[src/rtl/osur_pkg.sv]
// Shared types and constants of the optical sample unpack ring.
`timescale 1ns / 1ps
package osur_pkg;

	localparam int BYTE_W          = 8;
	localparam int SAMPLE_W        = 18;
	localparam int ACC_W           = SAMPLE_W - BYTE_W;
	localparam int PHASE_W         = 3;
	localparam int CNT_W           = 5;
	localparam int SUM_W           = 10;
	localparam int OUT_W           = 80;
	localparam int DEF_RING_DEPTH  = 32;

	localparam logic ACT_PUSH      = 1'b0;
	localparam logic ACT_ADVANCE   = 1'b1;
	localparam logic TWO_LEDS_RST  = 1'b1;

	localparam logic [PHASE_W-1:0] PHASE_RED_DONE  = 3'd3;
	localparam logic [PHASE_W-1:0] PHASE_PAIR_DONE = 3'd6;

	// Ring write request from the deframer.
	typedef struct packed {
		logic                store;
		logic                write_ir;
		logic [SAMPLE_W-1:0] red;
		logic [SAMPLE_W-1:0] ir;
	} osur_wr_t;

	// Registered read data: port a at the head, port b at the tail.
	typedef struct packed {
		logic [SAMPLE_W-1:0] red_a;
		logic [SAMPLE_W-1:0] ir_a;
		logic [SAMPLE_W-1:0] red_b;
		logic [SAMPLE_W-1:0] ir_b;
	} osur_rd_t;

endpackage

[src/rtl/osur_deframe.sv]
// Byte framer: assembles big-endian 18-bit red and infrared samples.
`timescale 1ns / 1ps
module osur_deframe (
	input  logic                         clk,
	input  logic                         arst_n,
	input  logic                         push,
	input  logic [osur_pkg::BYTE_W-1:0]  data_byte,
	input  logic                         two_leds,
	input  logic                         restart,
	output osur_pkg::osur_wr_t           wr
);
	import osur_pkg::*;

	logic [PHASE_W-1:0]  phase_q, phase_d, phase_inc;
	logic [ACC_W-1:0]    acc_q, acc_d;
	logic [SAMPLE_W-1:0] hold_q, hold_d;
	logic [SAMPLE_W-1:0] acc_next;

	always_comb begin
		acc_next  = {acc_q, data_byte};
		phase_inc = phase_q + 1'b1;
		phase_d   = phase_q;
		acc_d     = acc_q;
		hold_d    = hold_q;
		wr        = '0;
		if (push) begin
			acc_d   = acc_next[ACC_W-1:0];
			phase_d = phase_inc;
			if (two_leds) begin
				if (phase_inc == PHASE_RED_DONE) begin
					hold_d = acc_next;
				end else if (phase_inc >= PHASE_PAIR_DONE) begin
					wr.store    = 1'b1;
					wr.write_ir = 1'b1;
					wr.red      = hold_q;
					wr.ir       = acc_next;
					phase_d     = '0;
				end
			end else if (phase_inc >= PHASE_RED_DONE) begin
				wr.store = 1'b1;
				wr.red   = acc_next;
				phase_d  = '0;
			end
		end
		// drop partial bytes on a mode write
		if (restart) begin
			phase_d = '0;
			acc_d   = '0;
		end
	end

	always_ff @(posedge clk or negedge arst_n) begin
		if (!arst_n) begin
			phase_q <= '0;
			acc_q   <= '0;
			hold_q  <= '0;
		end else begin
			phase_q <= phase_d;
			acc_q   <= acc_d;
			hold_q  <= hold_d;
		end
	end

endmodule

[src/rtl/osur_ring.sv]
// Sample ring storage: red and infrared memories, one write and two read ports.
`timescale 1ns / 1ps
module osur_ring #(
	parameter int RING_DEPTH = osur_pkg::DEF_RING_DEPTH
) (
	input  logic                          clk,
	input  logic                          arst_n,
	input  osur_pkg::osur_wr_t            wr,
	input  logic [$clog2(RING_DEPTH)-1:0] wr_addr,
	input  logic                          rd_en,
	input  logic [$clog2(RING_DEPTH)-1:0] rd_addr_a,
	input  logic [$clog2(RING_DEPTH)-1:0] rd_addr_b,
	output osur_pkg::osur_rd_t            rd
);
	import osur_pkg::*;

	logic [SAMPLE_W-1:0]   red_mem [RING_DEPTH];
	logic [SAMPLE_W-1:0]   ir_mem  [RING_DEPTH];
	logic [RING_DEPTH-1:0] red_vld_q;
	logic [RING_DEPTH-1:0] ir_vld_q;

	always_ff @(posedge clk) begin
		if (wr.store) begin
			red_mem[wr_addr] <= wr.red;
		end
		if (wr.store && wr.write_ir) begin
			ir_mem[wr_addr] <= wr.ir;
		end
	end

	// Entries never written since reset read as zero.
	always_ff @(posedge clk or negedge arst_n) begin
		if (!arst_n) begin
			red_vld_q <= '0;
			ir_vld_q  <= '0;
		end else begin
			if (wr.store) begin
				red_vld_q[wr_addr] <= 1'b1;
			end
			if (wr.store && wr.write_ir) begin
				ir_vld_q[wr_addr] <= 1'b1;
			end
		end
	end

	always_ff @(posedge clk) begin
		if (rd_en) begin
			rd.red_a <= red_vld_q[rd_addr_a] ? red_mem[rd_addr_a] : '0;
			rd.ir_a  <= ir_vld_q[rd_addr_a]  ? ir_mem[rd_addr_a]  : '0;
			rd.red_b <= red_vld_q[rd_addr_b] ? red_mem[rd_addr_b] : '0;
			rd.ir_b  <= ir_vld_q[rd_addr_b]  ? ir_mem[rd_addr_b]  : '0;
		end
	end

endmodule

[src/rtl/optical_sample_unpack_ring.sv]
// Top level of the optical sample unpack ring: sequencer, ring pointers, result register.
`timescale 1ns / 1ps
// Sensor FIFO bytes enter one per transaction on the slave stream; tuser selects a
// byte push (0) or a tail advance (1). Three bytes form a big-endian 24-bit word
// whose low 18 bits are one sample, red first and then infrared when two_leds is
// set. Each complete sample (or pair) moves the head one slot, wrapping with no
// overrun check, and is written at the new head. Every input transaction yields
// exactly one result transaction with the newest and oldest red and infrared
// values, the count (head - tail) mod RING_DEPTH in five bits, and a flag for a
// stored sample. An item passes through accept and write, synchronous memory
// read and the load of the result register, in that order, and the next input
// is taken only when the block is idle again after that load. A new item is
// taken while a result still waits in the output register; only its load stalls
// until that result has left. The ring reads as all zero after reset through
// per-entry valid bits, so no clearing pass is needed. Write two_leds only
// while the block is idle; any write restarts the byte framing.
module optical_sample_unpack_ring #(
	parameter int RING_DEPTH = osur_pkg::DEF_RING_DEPTH
) (
	input  logic                         clk,
	input  logic                         arst_n,
	// slave stream
	input  logic                         s_tvalid,
	output logic                         s_tready,
	input  logic [osur_pkg::BYTE_W-1:0]  s_tdata,   // [7:0] data_byte
	input  logic [0:0]                   s_tuser,   // [0] action
	// master stream
	output logic                         m_tvalid,
	input  logic                         m_tready,
	// [17:0] newest_red, [35:18] newest_ir, [53:36] oldest_red,
	// [71:54] oldest_ir, [76:72] available, [77] sample_stored, [79:78] zero
	output logic [osur_pkg::OUT_W-1:0]   m_tdata,
	// mode register write
	input  logic                         cfg_valid,
	output logic                         cfg_ready,
	input  logic [0:0]                   cfg_data   // [0] two_leds
);
	import osur_pkg::*;

	localparam int IDX_W = $clog2(RING_DEPTH);

	typedef enum logic [2:0] {
		ST_IDLE = 3'b001,
		ST_READ = 3'b010,
		ST_LOAD = 3'b100
	} state_t;

	state_t             state_q;
	logic               two_leds_q;
	logic [IDX_W-1:0]   head_q, tail_q, head_inc, tail_inc;
	logic               stored_q;
	logic               out_valid_q;
	logic [OUT_W-1:0]   out_q;
	logic               s_accept, cfg_accept, push, advance, load;
	logic [SUM_W-1:0]   diff, count;
	osur_wr_t           wr;
	osur_rd_t           rd;

	// Take input only when idle; a pending mode write goes first.
	assign s_tready   = (state_q == ST_IDLE) && !cfg_valid;
	assign cfg_ready  = (state_q == ST_IDLE);
	assign s_accept   = s_tvalid && s_tready;
	assign cfg_accept = cfg_valid && cfg_ready;
	assign push       = s_accept && (s_tuser[0] == ACT_PUSH);
	assign advance    = s_accept && (s_tuser[0] == ACT_ADVANCE);

	assign head_inc = (head_q == IDX_W'(RING_DEPTH - 1)) ? '0 : head_q + 1'b1;
	assign tail_inc = (tail_q == IDX_W'(RING_DEPTH - 1)) ? '0 : tail_q + 1'b1;

	osur_deframe u_deframe (
		.clk       (clk),
		.arst_n    (arst_n),
		.push      (push),
		.data_byte (s_tdata),
		.two_leds  (two_leds_q),
		.restart   (cfg_accept),
		.wr        (wr)
	);

	// Write lands at the accept edge; the read of head and tail follows in the next cycle, in ST_READ.
	osur_ring #(
		.RING_DEPTH (RING_DEPTH)
	) u_ring (
		.clk       (clk),
		.arst_n    (arst_n),
		.wr        (wr),
		.wr_addr   (head_inc),
		.rd_en     (state_q == ST_READ),
		.rd_addr_a (head_q),
		.rd_addr_b (tail_q),
		.rd        (rd)
	);

	// Available count: head minus tail, wrapped into the ring depth.
	always_comb begin
		diff  = SUM_W'(head_q) + SUM_W'(RING_DEPTH) - SUM_W'(tail_q);
		count = (diff >= SUM_W'(RING_DEPTH)) ? diff - SUM_W'(RING_DEPTH) : diff;
	end

	// Load the result once the previous one has left.
	assign load = (state_q == ST_LOAD) && (!out_valid_q || m_tready);

	always_ff @(posedge clk or negedge arst_n) begin
		if (!arst_n) begin
			state_q    <= ST_IDLE;
			two_leds_q <= TWO_LEDS_RST;
			head_q     <= '0;
			tail_q     <= '0;
			stored_q   <= 1'b0;
		end else begin
			if (cfg_accept) begin
				two_leds_q <= cfg_data[0];
			end
			if (wr.store) begin
				head_q <= head_inc;
			end
			// advance the tail only while samples are waiting
			if (advance && (head_q != tail_q)) begin
				tail_q <= tail_inc;
			end
			if (s_accept) begin
				stored_q <= wr.store;
			end
			case (state_q)
				ST_IDLE: begin
					if (s_accept) begin
						state_q <= ST_READ;
					end
				end
				ST_READ: begin
					state_q <= ST_LOAD;
				end
				ST_LOAD: begin
					if (load) begin
						state_q <= ST_IDLE;
					end
				end
				default: begin
					state_q <= ST_IDLE;
				end
			endcase
		end
	end

	always_ff @(posedge clk or negedge arst_n) begin
		if (!arst_n) begin
			out_valid_q <= 1'b0;
		end else if (load) begin
			out_valid_q <= 1'b1;
		end else if (m_tready) begin
			out_valid_q <= 1'b0;
		end
	end

	always_ff @(posedge clk) begin
		if (load) begin
			out_q <= {2'b00, stored_q, count[CNT_W-1:0],
				rd.ir_b, rd.red_b, rd.ir_a, rd.red_a};
		end
	end

	assign m_tvalid = out_valid_q;
	assign m_tdata  = out_q;

endmodule

[config.mk]
export PLATFORM = sky130hd
export DESIGN_NAME = optical_sample_unpack_ring
export DESIGN_NICKNAME = d
export VERILOG_FILES = /design/src/rtl/osur_pkg.sv /design/src/rtl/osur_deframe.sv /design/src/rtl/osur_ring.sv /design/src/rtl/optical_sample_unpack_ring.sv
export SDC_FILE = /design/constraint.sdc
export NUM_CORES = 2
export LEC_CHECK = 0
export ABC_AREA = 0
export BUFFER_PORTS_ARGS = -buffer_cell sky130_fd_sc_hd__buf_2
export CORE_MARGIN = 2
export CORE_UTILIZATION = 68
export CTS_CLUSTER_DIAMETER = 200
export DETAILED_ROUTE_END_ITERATION = 7
export PLACE_DENSITY_LB_ADDON = 0.05
export SLEW_MARGIN = 40
export SYNTH_ARGS = -nofsm -noshare
export SYNTH_HDL_FRONTEND = slang
export SYNTH_HIERARCHICAL = 1
export SYNTH_SLANG_ARGS = --single-unit
[constraint.sdc]
create_clock -name clk -period 11 [get_ports clk]
set_clock_uncertainty 0.2 [all_clocks]
set_input_delay 3.3 -clock clk [delete_from_list [all_inputs] [get_ports clk]]
set_output_delay 3.3 -clock clk [all_outputs]
set_load 0.05 [all_outputs]
==> impl_results.md <==
* Die Span Y at ~310 um
* Worst r2r path cells at 10
* Post-route ant nets at 0
* CP Launch Type: primary input
* Worst-path clk slew at 0.06 ns
* Yosys cell types at 65
* Fin area at 71,500 um^2
* Layout cells sized above 1 at 0.232
* CP required at between 10 and 15 ns
* Starting Density at 0.687
* Post-synth top flop: edfxtp_1
* Endpoint type of the worst setup path: register
* Gate power share at 0.317
* Clock power share at 0.303
* Residual DRC at 0
* Hold Startpoint: u_ring/rd[11]
* Top cell type's share of synthesized area at 0.599
* Rows at 113
* Cts hold-fix bufs at 0
* Worst Hold Class: reg -> reg
* Tmin final at 7.49 ns
* Peak per-stage delay on the critical path at 0.78 ns
* Area leader, netlist: edfxtp_1
* WL final at 187,000 um
* Worst hold slack at 0.210 ns
* Least-Margin Pin Slew at ~0.93 ns
* Worst Path Max Fanout at 21
* Net switching power figure at ~5.4 mW
* Vias in the first global route at 40,900
* Post-CTS Setup Bufs at 0
* FFs w/ async S/R, synth at 0.0786
* Pwr dens at between 200 and 250 nW/um^2
* Commonest non-fill, non-tap cells in the layout: edfxtp_1 (1,302), mux2i_1 (634), mux4_2 (296), a221oi_1 (251), clkbuf_16 (154)
* GR Overflow Total at 0
* Status: complete, no violations
* NumNets Final at 3,990
* CTS Root Cell: clkbuf_16
* Reg2reg start: state_q[0]
* Final hold violation count at 0
* R2r endpoint: u_ring/ir_mem[5][5]
* Pre-antenna DRT Iters at 6
* Final TNS setup at 0 ns
* YS warnings at 6
* Largest net degree at the start of global routing at 114
* RePlAce Congestion at 0.945
* Drt wl/cell at 34.9 um
* Port Buf Inserts at 95
* Synthesized area at 65,300 um^2
* R2r setup slk at 5.35 ns
* Hold Path End: m_tdata[65]
* Post_cts resized at 0
* Pre-CTS worst setup slack at 2.69 ns
* Final cell count without fillers at between 5,000 and 6,000
* Pint at 10.6 mW
* Slew Viols, Final at 0
* Reg power frac at 0.380
* IO Pins at 98
* Most common cell after layout, fill and taps aside: edfxtp_1
* CTS Buf Count at 144
* Seq cells post-synth at 1,413
* Slew HR at 0.379
* Crit path kind: in -> reg
* Vias per inst at 7.55
* Area Growth Syn to Fin at 9.62%
* Max clock buf depth at 3
* Register area share after synthesis at 0.642
* Slowest cell on crit path: nor2_4
* RSZ-0062 raised after global routing: false
* Layout Utilization at 0.753
* Sink Count at between 1,000 and 1,500
* Maximum vdd drop at around 0.19 mV
* Die width at 314 um
* Core ar. at 95,000 um^2
* CTS tree: yes
* CTS H-tree lvls at 4
* Power Total at 16.0 mW
* First-pass GRT wire length at 271,000 um
* Largest cells by area after synthesis: edfxtp_1 (60%), mux4_2 (10%), mux2i_1 (9.7%)
* Via count at 40,300
* Die Area at ~100,000 um^2
* EDFF count, synth at 1,302
* Critical path arrival at 7.67 ns
* Total track usage at 0.382
* Post-detailed-placement half-perimeter wirelength at 112,000 um
* Clk Latency, worst-skew pair at about 0.76 ns
* Peak Freq at between 100 and 150 MHz
* Mean Syn Cell Area at 16.8 um^2
* Hold path cells at 0
* Initial antenna violation count at 8
* DRT iter0 DRCs at about 6,100
* Switching Fraction at 0.340
* Setup slack after layout at 3.51 ns
* Final cycle utilization of the critical path at 0.681
* # setup viols final at 0
* Max Cap Viol at 0
* Leakage at 25.6 nW
* Placed cells at 5,080
* Mapped Cells at ~4,000
* Worst-path cell chain: buf_2 > nand3b_4 > nor2_2 > buf_4 > nand2b_1 > a21oi_4 > a21o_1 > nand3b_1 > nor2_4 > and2_2
* DP Area at 66,800 um^2
cells by family (layout without fill, tap and decap cells):
group	after synthesis	after routing	synth area share
DFF	1413	1413	0.642
muxes	954	954	0.204
AOI/OAI and AO/OA	647	647	0.0754
and+or+nand+nor	543	543	0.0451
buffers and inverters	311	500	0.0300
adders and majority gates	12	12	0.00242
xor gates and xnor gates	7	7	0.00105
other	1	5	0.0000575
cell usage after synthesis (18+ instances only):
cell type and instances:
buf_4 23, a221oi_2 37, buf_6 38, mux4_2 296, edfxtp_1 1302, a22oi_1 100, a22o_1 18, buf_2 73
o21ai_0 111, clkbuf_1 103, dfrtp_1 109, and3_1 76, and2_1 55, or2_2 64, mux2i_1 634, a221oi_1 251
a21oi_1 78, nor3_1 73, nand3_1 80, nor2_1 131, o21ai_1 38, buf_1 24
worst max-delay path by stage:
stage,from,endpoint,depth (start not counted)
2_1_floorplan,cfg_valid,s_tready,1
3_3_place_gp,cfg_valid,u_ring/ir_mem[6][10],10
3_5_place_dp,cfg_valid,u_ring/ir_mem[5][6],10
4_1_cts,cfg_valid,u_ring/ir_mem[5][3],10
5_1_grt,cfg_valid,u_ring/ir_mem[5][9],10
6_report,cfg_valid,u_ring/ir_mem[5][5],10
registers in the layout, indices dropped and copies added, names as in the netlist:
name               count
head_q                 5
m_tdata               78
m_tvalid               1
state_q                3
stored_q               1
tail_q                 5
two_leds_q             1
u_deframe/acc_q       10
u_deframe/hold_q      18
u_deframe/phase_q      3
u_ring/ir_mem        576
u_ring/ir_vld_q       32
u_ring/rd             72
u_ring/red_mem       576
u_ring/red_vld_q      32
power groups by stage:
| stage | sequential, mW | clock, mW | combinational (mW) |
|---|---|---|---|
| global route | 6.09 | 5.08 | 5.24 |
| CTS | 6.12 | 4.87 | 4.90 |
| floorplan | 6.03 | 0 | 3.73 |
| detailed placement | 6.24 | 0 | 4.87 |
| global placement | 6.23 | 0 | 4.73 |
| finish | 6.09 | 4.86 | 5.08 |
critical path, delay by kind of cell:
kind	cells	cell delay [ns]
AO/OA/AOI/OAI	2	1.01
buffers and inverters	2	0.47
AND/OR/NAND/NOR	6	2.84
final cells by class:
cell class,count,area [um^2]
clock buffer,192,4060
inverter,15,58.8
sequential,1413,41900
timing repair buffer,224,1650
multi-input combinational,2165,21600
tap,1265,1580
clock inverter,69,617
fill,5555,23500
antenna,3,7.51
routing by layer:
metal  vias to the layer above  global-route usage  wire, um
met4                         2               0.246     13700
li1                      16200                   -         -
met2                      3034               0.608     89400
met1                     20500               0.491     63900
met5                         -                   0        13
met3                       624              0.0722     19800
Power figures use the tool's default switching activity.
